==> config.mk <==
export PLATFORM = sky130hd
export DESIGN_NAME = bus_header_fingerprint_scorer_unit
export DESIGN_NICKNAME = d
export VERILOG_FILES = /design/src/rtl/bhfs_pkg.sv /design/src/rtl/bhfs_div.sv /design/src/rtl/bus_header_fingerprint_scorer_unit.sv
export VERILOG_INCLUDE_DIRS = /design/src /design/src/rtl
export SDC_FILE = /design/constraint.sdc
export NUM_CORES = 2
export LEC_CHECK = 0
export ABC_AREA = 1
export BUFFER_PORTS_ARGS = -buffer_cell sky130_fd_sc_hd__buf_4
export CAP_MARGIN = 5
export CORE_ASPECT_RATIO = 0.5
export CORE_MARGIN = 1
export CORE_UTILIZATION = 34
export CTS_CLUSTER_DIAMETER = 50
export DETAILED_ROUTE_END_ITERATION = 16
export PLACE_DENSITY_LB_ADDON = 0.15
export SLEW_MARGIN = 10
export SYNTH_ARGS = -nofsm -noshare
export SYNTH_HDL_FRONTEND = slang
export SYNTH_HIERARCHICAL = 1
export SYNTH_SLANG_ARGS = --single-unit
export TNS_END_PERCENT = 50
==> constraint.sdc <==
create_clock -name clk -period 4.61 [get_ports clk]
set_input_delay 0.461 -clock clk [delete_from_list [all_inputs] [get_ports clk]]
set_output_delay 0.461 -clock clk [all_outputs]
set_load 0.02 [all_outputs]
==> src/rtl/assert_macros.svh <==
// Assertion helpers used by the scorer unit
`ifndef ASSERT_MACROS_SVH
`define ASSERT_MACROS_SVH

// Same-cycle implication, sampled on clk, off while rst_n is low
`define ASSERT_NOW(label, ante, cons, msg) \
  label: assert property (@(posedge clk) disable iff (!rst_n) (ante) |-> (cons)) \
    else $error(msg);

// Next-cycle implication, sampled on clk, off while rst_n is low
`define ASSERT_NEXT(label, ante, cons, msg) \
  label: assert property (@(posedge clk) disable iff (!rst_n) (ante) |=> (cons)) \
    else $error(msg);

`endif

==> src/rtl/bhfs_pkg.sv <==
`timescale 1ns / 1ps

package bhfs_pkg;

  localparam int FP_DEPTH  = 32;
  localparam int EXP_DEPTH = 24;

  localparam int FP_AW  = (FP_DEPTH > 1) ? $clog2(FP_DEPTH) : 1;
  localparam int EXP_AW = (EXP_DEPTH > 1) ? $clog2(EXP_DEPTH) : 1;

  // field widths fixed by the interface
  localparam int HDR_W   = 24;
  localparam int OP_W    = 2;
  localparam int LEN_W   = 4;
  localparam int PCT_W   = 7;
  localparam int CNT_W   = 6;
  localparam int FILL_W  = 5;
  localparam int SCAN_W  = (CNT_W > FILL_W) ? CNT_W : FILL_W;
  localparam int PROD_W  = 12;
  localparam int STEP_W  = $clog2(PCT_W);

  localparam int CFG_IDX_W  = 1;
  localparam int CFG_DATA_W = 7;

  localparam int PCT_SCALE     = 100;
  localparam int MIN_FRAME_LEN = 3;
  localparam int THRESH_RESET  = 50;
  localparam int QUOT_MSB      = PCT_W - 1;

  typedef enum logic [OP_W-1:0] {
    OP_CLEAR   = 2'd0,
    OP_OBSERVE = 2'd1,
    OP_EXPECT  = 2'd2,
    OP_FINISH  = 2'd3
  } op_t;

  localparam logic [CFG_IDX_W-1:0] CFG_THRESHOLD = 1'd0;
  localparam logic [CFG_IDX_W-1:0] CFG_OPT_IN    = 1'd1;

  typedef struct packed {
    logic              go;
    logic [FILL_W-1:0] hits;
    logic [FILL_W-1:0] fill;
  } div_req_t;

  typedef struct packed {
    logic             done;
    logic [PCT_W-1:0] quot;
  } div_rsp_t;

endpackage

==> src/rtl/bhfs_div.sv <==
`timescale 1ns / 1ps

// floor(hits*100/fill), one quotient bit per cycle, zero for an empty list
module bhfs_div (
  input  logic               clk,
  input  logic               rst_n,
  input  bhfs_pkg::div_req_t req,
  output bhfs_pkg::div_rsp_t rsp
);

  logic                                run_r;
  logic                                done_r;
  logic [bhfs_pkg::STEP_W-1:0]         step_r;
  logic [bhfs_pkg::PROD_W-1:0]         rem_r;
  logic [bhfs_pkg::FILL_W-1:0]         den_r;
  logic [bhfs_pkg::PCT_W-1:0]          q_r;
  logic [bhfs_pkg::PROD_W-1:0]         trial;

  assign trial = bhfs_pkg::PROD_W'(den_r) << step_r;

  always_ff @(posedge clk) begin
    if (!rst_n) begin
      run_r  <= 1'b0;
      done_r <= 1'b0;
    end else begin
      done_r <= 1'b0;
      if (req.go) begin
        run_r  <= 1'b1;
        step_r <= bhfs_pkg::STEP_W'(bhfs_pkg::QUOT_MSB);
        rem_r  <= bhfs_pkg::PROD_W'(req.hits) * bhfs_pkg::PROD_W'(bhfs_pkg::PCT_SCALE);
        den_r  <= req.fill;
        q_r    <= '0;
      end else if (run_r) begin
        if (rem_r >= trial) begin
          rem_r     <= rem_r - trial;
          q_r[step_r] <= 1'b1;
        end
        if (step_r == '0) begin
          run_r  <= 1'b0;
          done_r <= 1'b1;
        end else begin
          step_r <= step_r - 1'b1;
        end
      end
    end
  end

  always_comb begin
    rsp.done = done_r;
    rsp.quot = (den_r == '0) ? '0 : q_r;
  end

endmodule

==> src/rtl/bus_header_fingerprint_scorer_unit.sv <==
`timescale 1ns / 1ps

`include "assert_macros.svh"

// Header fingerprint scorer. An item is taken when start is high and busy is low. Clear, an
// observe with bad CRC or length below 3, and an expect on a full list are handled without
// leaving idle. Other observe and expect items scan both memories one entry per cycle for a
// duplicate and a cross hit before the write.
// A finish runs the one-bit-per-cycle percentage divider; its result is shown on the out_
// ports with out_valid high for exactly one cycle and cannot be held off. The hit count is
// kept as headers arrive, so a finish does not rescan the memories.
module bus_header_fingerprint_scorer_unit (
  input  logic                              clk,
  input  logic                              rst_n,
  input  logic                              start,
  output logic                              busy,
  input  logic [bhfs_pkg::OP_W-1:0]         in_operation,
  input  logic [bhfs_pkg::HDR_W-1:0]        in_header,
  input  logic                              in_crc_ok,
  input  logic [bhfs_pkg::LEN_W-1:0]        in_frame_len,
  output logic                              out_valid,
  output logic [bhfs_pkg::PCT_W-1:0]        out_score_pct,
  output logic                              out_selected,
  output logic                              out_tx_allowed,
  output logic [bhfs_pkg::CNT_W-1:0]        out_distinct_seen,
  output logic [bhfs_pkg::FILL_W-1:0]       out_expected_count,
  input  logic                              cfg_we,
  input  logic [bhfs_pkg::CFG_IDX_W-1:0]    cfg_index,
  input  logic [bhfs_pkg::CFG_DATA_W-1:0]   cfg_wdata
);

  typedef enum logic [1:0] {S_IDLE, S_SCAN, S_COMMIT, S_DIV} state_t;

  state_t                          state_r, state_nxt;
  logic [bhfs_pkg::CNT_W-1:0]      seen_count_r, seen_count_nxt;
  logic [bhfs_pkg::FILL_W-1:0]     exp_fill_r, exp_fill_nxt;
  logic [bhfs_pkg::FILL_W-1:0]     hits_r, hits_nxt;
  logic [bhfs_pkg::HDR_W-1:0]      hdr_r, hdr_nxt;
  bhfs_pkg::op_t                   op_r, op_nxt;
  logic [bhfs_pkg::SCAN_W-1:0]     idx_r, idx_nxt;
  logic [bhfs_pkg::SCAN_W-1:0]     scan_len_r, scan_len_nxt;
  logic                            sv_r, sv_nxt;
  logic                            ev_r, ev_nxt;
  logic                            in_seen_r, in_seen_nxt;
  logic                            in_exp_r, in_exp_nxt;
  logic [bhfs_pkg::PCT_W-1:0]      thresh_r;
  logic                            opt_in_r;

  logic                            out_valid_r, out_valid_nxt;
  logic [bhfs_pkg::PCT_W-1:0]      out_conf_r, out_conf_nxt;
  logic                            out_sel_r, out_sel_nxt;
  logic                            out_tx_r, out_tx_nxt;
  logic [bhfs_pkg::CNT_W-1:0]      out_seen_r, out_seen_nxt;
  logic [bhfs_pkg::FILL_W-1:0]     out_exp_r, out_exp_nxt;

  logic                            seen_we;
  logic                            exp_we;
  logic                            issue;
  logic [bhfs_pkg::SCAN_W-1:0]     fill_ext;
  logic                            sel;

  logic [bhfs_pkg::HDR_W-1:0]      seen_mem [bhfs_pkg::FP_DEPTH];
  logic [bhfs_pkg::HDR_W-1:0]      exp_mem  [bhfs_pkg::EXP_DEPTH];
  logic [bhfs_pkg::HDR_W-1:0]      seen_q_r;
  logic [bhfs_pkg::HDR_W-1:0]      exp_q_r;

  bhfs_pkg::div_req_t              div_req;
  bhfs_pkg::div_rsp_t              div_rsp;

  bhfs_div u_div (
    .clk   (clk),
    .rst_n (rst_n),
    .req   (div_req),
    .rsp   (div_rsp)
  );

  assign fill_ext     = bhfs_pkg::SCAN_W'(exp_fill_r);
  assign issue        = (idx_r < scan_len_r);
  assign sel          = (div_rsp.quot != '0) && (div_rsp.quot >= thresh_r);

  always_comb begin
    state_nxt      = state_r;
    seen_count_nxt = seen_count_r;
    exp_fill_nxt   = exp_fill_r;
    hits_nxt       = hits_r;
    hdr_nxt        = hdr_r;
    op_nxt         = op_r;
    idx_nxt        = idx_r;
    scan_len_nxt   = scan_len_r;
    sv_nxt         = 1'b0;
    ev_nxt         = 1'b0;
    in_seen_nxt    = in_seen_r;
    in_exp_nxt     = in_exp_r;
    out_valid_nxt  = 1'b0;
    out_conf_nxt   = out_conf_r;
    out_sel_nxt    = out_sel_r;
    out_tx_nxt     = out_tx_r;
    out_seen_nxt   = out_seen_r;
    out_exp_nxt    = out_exp_r;
    seen_we        = 1'b0;
    exp_we         = 1'b0;
    div_req.go     = 1'b0;
    div_req.hits   = hits_r;
    div_req.fill   = exp_fill_r;

    case (state_r)
      S_IDLE: begin
        if (start) begin
          hdr_nxt      = in_header;
          op_nxt       = bhfs_pkg::op_t'(in_operation);
          idx_nxt      = '0;
          scan_len_nxt = (seen_count_r > fill_ext) ? seen_count_r : fill_ext;
          in_seen_nxt  = 1'b0;
          in_exp_nxt   = 1'b0;
          case (bhfs_pkg::op_t'(in_operation))
            bhfs_pkg::OP_CLEAR: begin
              seen_count_nxt = '0;
              hits_nxt       = '0;
            end
            bhfs_pkg::OP_OBSERVE: begin
              if (in_crc_ok &&
                  in_frame_len >= bhfs_pkg::LEN_W'(bhfs_pkg::MIN_FRAME_LEN)) begin
                state_nxt = S_SCAN;
              end
            end
            bhfs_pkg::OP_EXPECT: begin
              if (exp_fill_r < bhfs_pkg::FILL_W'(bhfs_pkg::EXP_DEPTH)) begin
                state_nxt = S_SCAN;
              end
            end
            bhfs_pkg::OP_FINISH: begin
              div_req.go = 1'b1;
              state_nxt  = S_DIV;
            end
            default: ;
          endcase
        end
      end

      // reads issue one entry a cycle; compares run in the cycle after each read, on the registered data
      S_SCAN: begin
        sv_nxt = issue && (idx_r < seen_count_r);
        ev_nxt = issue && (idx_r < fill_ext);
        if (issue) begin
          idx_nxt = idx_r + 1'b1;
        end
        if (sv_r && (seen_q_r == hdr_r)) begin
          in_seen_nxt = 1'b1;
        end
        if (ev_r && (exp_q_r == hdr_r)) begin
          in_exp_nxt = 1'b1;
        end
        if (!issue && !sv_r && !ev_r) begin
          state_nxt = S_COMMIT;
        end
      end

      // a new header raises the hit count when it is already on the other side
      S_COMMIT: begin
        state_nxt = S_IDLE;
        if (op_r == bhfs_pkg::OP_OBSERVE) begin
          if (!in_seen_r && (seen_count_r < bhfs_pkg::CNT_W'(bhfs_pkg::FP_DEPTH))) begin
            seen_we        = 1'b1;
            seen_count_nxt = seen_count_r + 1'b1;
            if (in_exp_r) begin
              hits_nxt = hits_r + 1'b1;
            end
          end
        end else begin
          if (!in_exp_r && (exp_fill_r < bhfs_pkg::FILL_W'(bhfs_pkg::EXP_DEPTH))) begin
            exp_we       = 1'b1;
            exp_fill_nxt = exp_fill_r + 1'b1;
            if (in_seen_r) begin
              hits_nxt = hits_r + 1'b1;
            end
          end
        end
      end

      S_DIV: begin
        if (div_rsp.done) begin
          out_valid_nxt = 1'b1;
          out_conf_nxt  = div_rsp.quot;
          out_sel_nxt   = sel;
          out_tx_nxt    = sel && opt_in_r;
          out_seen_nxt  = seen_count_r;
          out_exp_nxt   = exp_fill_r;
          exp_fill_nxt  = '0;
          hits_nxt      = '0;
          state_nxt     = S_IDLE;
        end
      end

      default: state_nxt = S_IDLE;
    endcase
  end

  always_ff @(posedge clk) begin
    if (!rst_n) begin
      state_r      <= S_IDLE;
      seen_count_r <= '0;
      exp_fill_r   <= '0;
      hits_r       <= '0;
      sv_r         <= 1'b0;
      ev_r         <= 1'b0;
      out_valid_r  <= 1'b0;
      thresh_r     <= bhfs_pkg::PCT_W'(bhfs_pkg::THRESH_RESET);
      opt_in_r     <= 1'b0;
    end else begin
      state_r      <= state_nxt;
      seen_count_r <= seen_count_nxt;
      exp_fill_r   <= exp_fill_nxt;
      hits_r       <= hits_nxt;
      sv_r         <= sv_nxt;
      ev_r         <= ev_nxt;
      out_valid_r  <= out_valid_nxt;
      if (cfg_we) begin
        case (cfg_index)
          bhfs_pkg::CFG_THRESHOLD: thresh_r <= cfg_wdata;
          bhfs_pkg::CFG_OPT_IN:    opt_in_r <= cfg_wdata[0];
          default: ;
        endcase
      end
    end
    hdr_r      <= hdr_nxt;
    op_r       <= op_nxt;
    idx_r      <= idx_nxt;
    scan_len_r <= scan_len_nxt;
    in_seen_r  <= in_seen_nxt;
    in_exp_r   <= in_exp_nxt;
    out_conf_r <= out_conf_nxt;
    out_sel_r  <= out_sel_nxt;
    out_tx_r   <= out_tx_nxt;
    out_seen_r <= out_seen_nxt;
    out_exp_r  <= out_exp_nxt;
  end

  // header set
  always_ff @(posedge clk) begin
    if (seen_we) begin
      seen_mem[seen_count_r[bhfs_pkg::FP_AW-1:0]] <= hdr_r;
    end
    if (sv_nxt) begin
      seen_q_r <= seen_mem[idx_r[bhfs_pkg::FP_AW-1:0]];
    end
  end

  // expected list
  always_ff @(posedge clk) begin
    if (exp_we) begin
      exp_mem[exp_fill_r[bhfs_pkg::EXP_AW-1:0]] <= hdr_r;
    end
    if (ev_nxt) begin
      exp_q_r <= exp_mem[idx_r[bhfs_pkg::EXP_AW-1:0]];
    end
  end

  assign busy               = (state_r != S_IDLE);
  assign out_valid          = out_valid_r;
  assign out_score_pct      = out_conf_r;
  assign out_selected       = out_sel_r;
  assign out_tx_allowed     = out_tx_r;
  assign out_distinct_seen  = out_seen_r;
  assign out_expected_count = out_exp_r;

  `ASSERT_NOW(a_hits_le_fill, 1'b1, hits_r <= exp_fill_r, "hit count exceeds expected fill")
  `ASSERT_NOW(a_seen_bound, 1'b1, seen_count_r <= bhfs_pkg::CNT_W'(bhfs_pkg::FP_DEPTH), "set overfull")
  `ASSERT_NEXT(a_result_clears, out_valid_nxt, (exp_fill_r == '0) && (hits_r == '0), "list not cleared")
  `ASSERT_NOW(a_write_after_scan, seen_we || exp_we, !sv_r && !ev_r && (state_r == S_COMMIT), "write during scan")
  `ASSERT_NOW(a_done_in_div, div_rsp.done, state_r == S_DIV, "divider result outside finish")

endmodule

==> results by group <==
Critical path
  – Setup crit end kind: register
  – Cell family with the largest share of critical-path delay: simple AND/OR/NAND/NOR gates
  – CP arrival: 3.96 ns
  – Setup crit start kind: register
  – Critical R2R Launch: state_r[0]
  – Critical setup path kind: register to register
  – Worst EP required: 5.08 ns
  – CP max FO: 14
  – Critical path startpoint: state_r[0]
  – Crit-path slowest cell: nor2_2
  – Crit-path max cell delay: 0.83 ns
  – Crit-path cells: inv_1 -> ha_1 -> inv_1 -> nor3_1 -> buf_4 -> nand2_1 -> nor2_2 -> buf_4
  – Critical path buffers and inverters: 4

Clock tree
  – Root Buffer: clkbuf_16
  – Clk_lat worst skew: 0.80 ns
  – CTS Buf Count: 150
  – Post_cts resized: 0
  – Buffer depth of the longest clock path: 3
  – CTS Sinks: around 1500
  – CTS H-Tree Depth: 4
  – Clk slew on worst S/H paths: ~0.06 ns
  – CTS tree: built

Die
  – Initial Util: 34.3%
  – FP Rows: between 100 and 150
  – Core area: 183000 um2
  – Chip width: approximately 610 um
  – Die Ht: 306 um
  – Die area: 187000 um2
  – # IOs: 65

Synthesis
  – Synthesized cell area: 62900 um2
  – Syn avg cell area: ~12 um2
  – FF+latch count, synth: 1510
  – Compound-gate portion of the synthesized area: 9.31%
  – Main combinational cell family by area after synthesis: simple AND/OR/NAND/NOR gates
  – Seq/Total Area, Yosys: 71.6%
  – Synth Area in Adders: 1.48%
  – Mux cell area share after synthesis: 0%
  – Post-Syn Nets: 5501
  – Netlist cell types: 45
  – Synth warn: 6
  – Synth Area in XOR/XNOR: less than 1%
  – Simple-gate share of the synthesized area: roughly an eighth
  – Synthesized netlist cell count: ~5400

Detailed routing
  – DR WL/cell: 24.1 um
  – Drt pass-1 iters: 8
  – Wl on met1: 89000 um
  – Vias: 41400
  – WL met3: between 10000 and 15000 um
  – Routed Wire Length: ~200000 um
  – DR DRC count: 0
  – Top sig layer: met5
  – Drt via density: 5.10
  – Post-DRT Antenna Nets: 0
  – Iteration-0 DRC Markers: 4229
  – Met2 Wirelength: between 80000 and 90000 um

Run status
  – Status: finished, final reports clean

Timing
  – Post-route minimum period: 3.49 ns
  – Setup TNS: 0 ns
  – Final period util: 75.7%
  – Setup violators final: 0
  – Hold Vio Cnt, Final: 0
  – Slew @ Worst Pin: 1.18 ns
  – Highest Clock Rate: 287 MHz
  – RSZ-0062 raised after global routing: no
  – Slew margin rel.: 21.0%
  – Slew Viols, Final: 0
  – Clock Skew: 0.0315 ns

Job
  – Max_cap viols: 0

Layout
  – Fillers: around 18000
  – Share of cells above drive strength 1: 9.01%
  – Synth-to-Final Area Change: 13.9%
  – Fin cells: 8106
  – Final nets: 5612

GRT
  – Vias in the first global route: just under 40000
  – Initial antenna violation count: 9
  – GRT Residual Overflow: 0
  – Largest net degree at the start of global routing: 193
  – GRT Overall Usage: between 20% and 30%
  – First-pass GRT wire length: 282000 um

Place
  – Port Buffers: 64
  – Hpwl dp: 112000 um
  – Global placement routability congestion: ~0.85
  – Placed Instances: a little under 8000

Power
  – Peak supply drop: around 460 uV
  – Cell Pwr Density: 590 nW/um2
  – Leakage power: 25.0 nW

Worst hold path
  – Min-delay src: rst_n
  – Hold Crit Class: input port to register
final cells by class:
class | count | area (um2) | area share (%)
inverters | 313 | 1210 | 1.69
multi-input cells | 3272 | 15400 | 21.5
diodes | 3 | 7.51 | 0.0105
flip-flops and latches | 1510 | 45000 | 62.8
repair buffers | 249 | 2160 | 3.02
clock buffers | 190 | 3990 | 5.57
well taps | 2486 | 3110 | 4.34
clock inverters | 83 | 721 | 1.01
sequential cells by signal (all words and copies together) (netlist names), 7 cells and up:
signal,count
thresh_r,7
seen_mem,768
exp_mem,576
out_score_pct,7
exp_q_r,24
hdr_r,24
u_div/rem_r,12
seen_q_r,24
u_div/q_r,7
placed cells by master (no fill, tap or decap), types with 8 or more instances in the layout:
master / Yosys / routed
a21oi_1: 93 / 93
buf_12: 1 / 16
buf_4: 13 / 195
bufinv_16: 0 / 10
clkbuf_1: 155 / 36
clkbuf_16: 0 / 154
clkinv_1: 4 / 37
clkinv_2: 0 / 20
dfxtp_1: 31 / 31
dlygate4sd3_1: 0 / 38
edfxtp_1: 1479 / 1479
ha_1: 71 / 71
inv_1: 306 / 304
inv_6: 1 / 10
nand2_1: 696 / 696
nand3_1: 207 / 207
nand4_1: 13 / 13
nor2_1: 1149 / 1091
nor2_2: 2 / 60
nor3_1: 9 / 9
o211ai_1: 155 / 155
o21ai_0: 616 / 616
o21ai_1: 153 / 153
o221ai_1: 20 / 20
o22ai_1: 17 / 17
or2_2: 22 / 22
xnor2_1: 8 / 8
Yosys cell counts, drive strengths merged:
| master | count | share of area (%) |
|---|---|---|
| dfxtp | 31 | 0.99 |
| o22ai | 17 | 0.17 |
| ha | 71 | 1.4 |
| o31ai | 1 | 0.012 |
| o211ai | 155 | 1.9 |
| a211oi | 2 | 0.024 |
| and2 | 1 | 0.010 |
| nand4 | 13 | 0.13 |
| xnor2 | 8 | 0.11 |
| nor4 | 1 | 0.010 |
| o21a | 3 | 0.036 |
| a22o | 1 | 0.014 |
| a21o | 1 | 0.012 |
| o21bai | 2 | 0.024 |
| or2 | 31 | 0.31 |
| fa | 2 | 0.064 |
| o221ai | 20 | 0.28 |
| a31oi | 1 | 0.010 |
| edfxtp | 1479 | 71 |
| a21boi | 1 | 0.012 |
| nand2 | 700 | 4.2 |
| a22oi | 1 | 0.012 |
| nand3 | 207 | 1.6 |
| buf | 135 | 1.3 |
| a21oi | 93 | 0.74 |
| clkbuf | 155 | 0.93 |
| xor2 | 7 | 0.097 |
| nor3b | 1 | 0.012 |
| inv | 309 | 1.9 |
| o21ai | 769 | 6.1 |
| nor2 | 1151 | 6.9 |
| nand3b | 3 | 0.036 |
| nor3 | 9 | 0.072 |
| clkinv | 4 | 0.024 |
cells by family after synthesis:
group,after synthesis
AO/OA/AOI/OAI,1067
XOR/XNOR,15
adder cells (fa/ha/maj),73
buffers and inverters,603
flip-flops,1510
AND/OR/NAND/NOR,2117
worst min-delay path: cells and delay by family:
kind,cells,cell delay (ns)
compound gates,1,0.11
buf+inv,1,0.20
simple gates,1,0.04
power by group:
part / total (mW) / leakage (nW) / switching [mW] / internal (mW)
Clock: 12.1 / 2.29 / 5.34 / 6.71
Sequential: 16.6 / 13.6 / 0.376 / 16.2
Combinational: 13.6 / 9.09 / 10.1 / 3.45
repair_timing:
item | CTS | global route
hold buffers | 38 | 0
buffers inserted | 0 | 0
endpoints found under the hold margin | 34 | 0
through the flow:
step | util [%] | power (mW) | hold WS, ns | worst slack (ns) | cell area [um2]
3_5_place_dp | 36.3 | 30.5 | 0.448 | 1.11 | 66600
3_3_place_gp | 36.3 | 30.4 | 0.441 | 1.15 | 66600
4_1_cts | 39.1 | 42.6 | 0.0302 | 1.10 | 71700
2_1_floorplan | - | 25.1 | 0.424 | 1.81 | 62900
5_1_grt | 39.1 | 44.4 | 0.0469 | 0.855 | 71700
6_report | 39.1 | 42.3 | 0.0717 | 1.12 | 71700
layer usage:
metal  GRT usage, %  vias to the layer above
li1               -                    19100
met5              0                        -
met2           33.1                     1227
met1           29.1                    20800
met4           6.54                        2
met3           2.95                      254
path summary, 6_finish.rpt:
path              cells past startpoint  slack (ns)              to
setup reg to reg                      8        1.12  seen_mem[8][8]
hold reg to reg                       2        0.46        opt_in_r
setup / recovery                      8        1.12  seen_mem[8][8]
hold / removal                        3        0.07     thresh_r[0]
(Power assumes the default switching activity.)
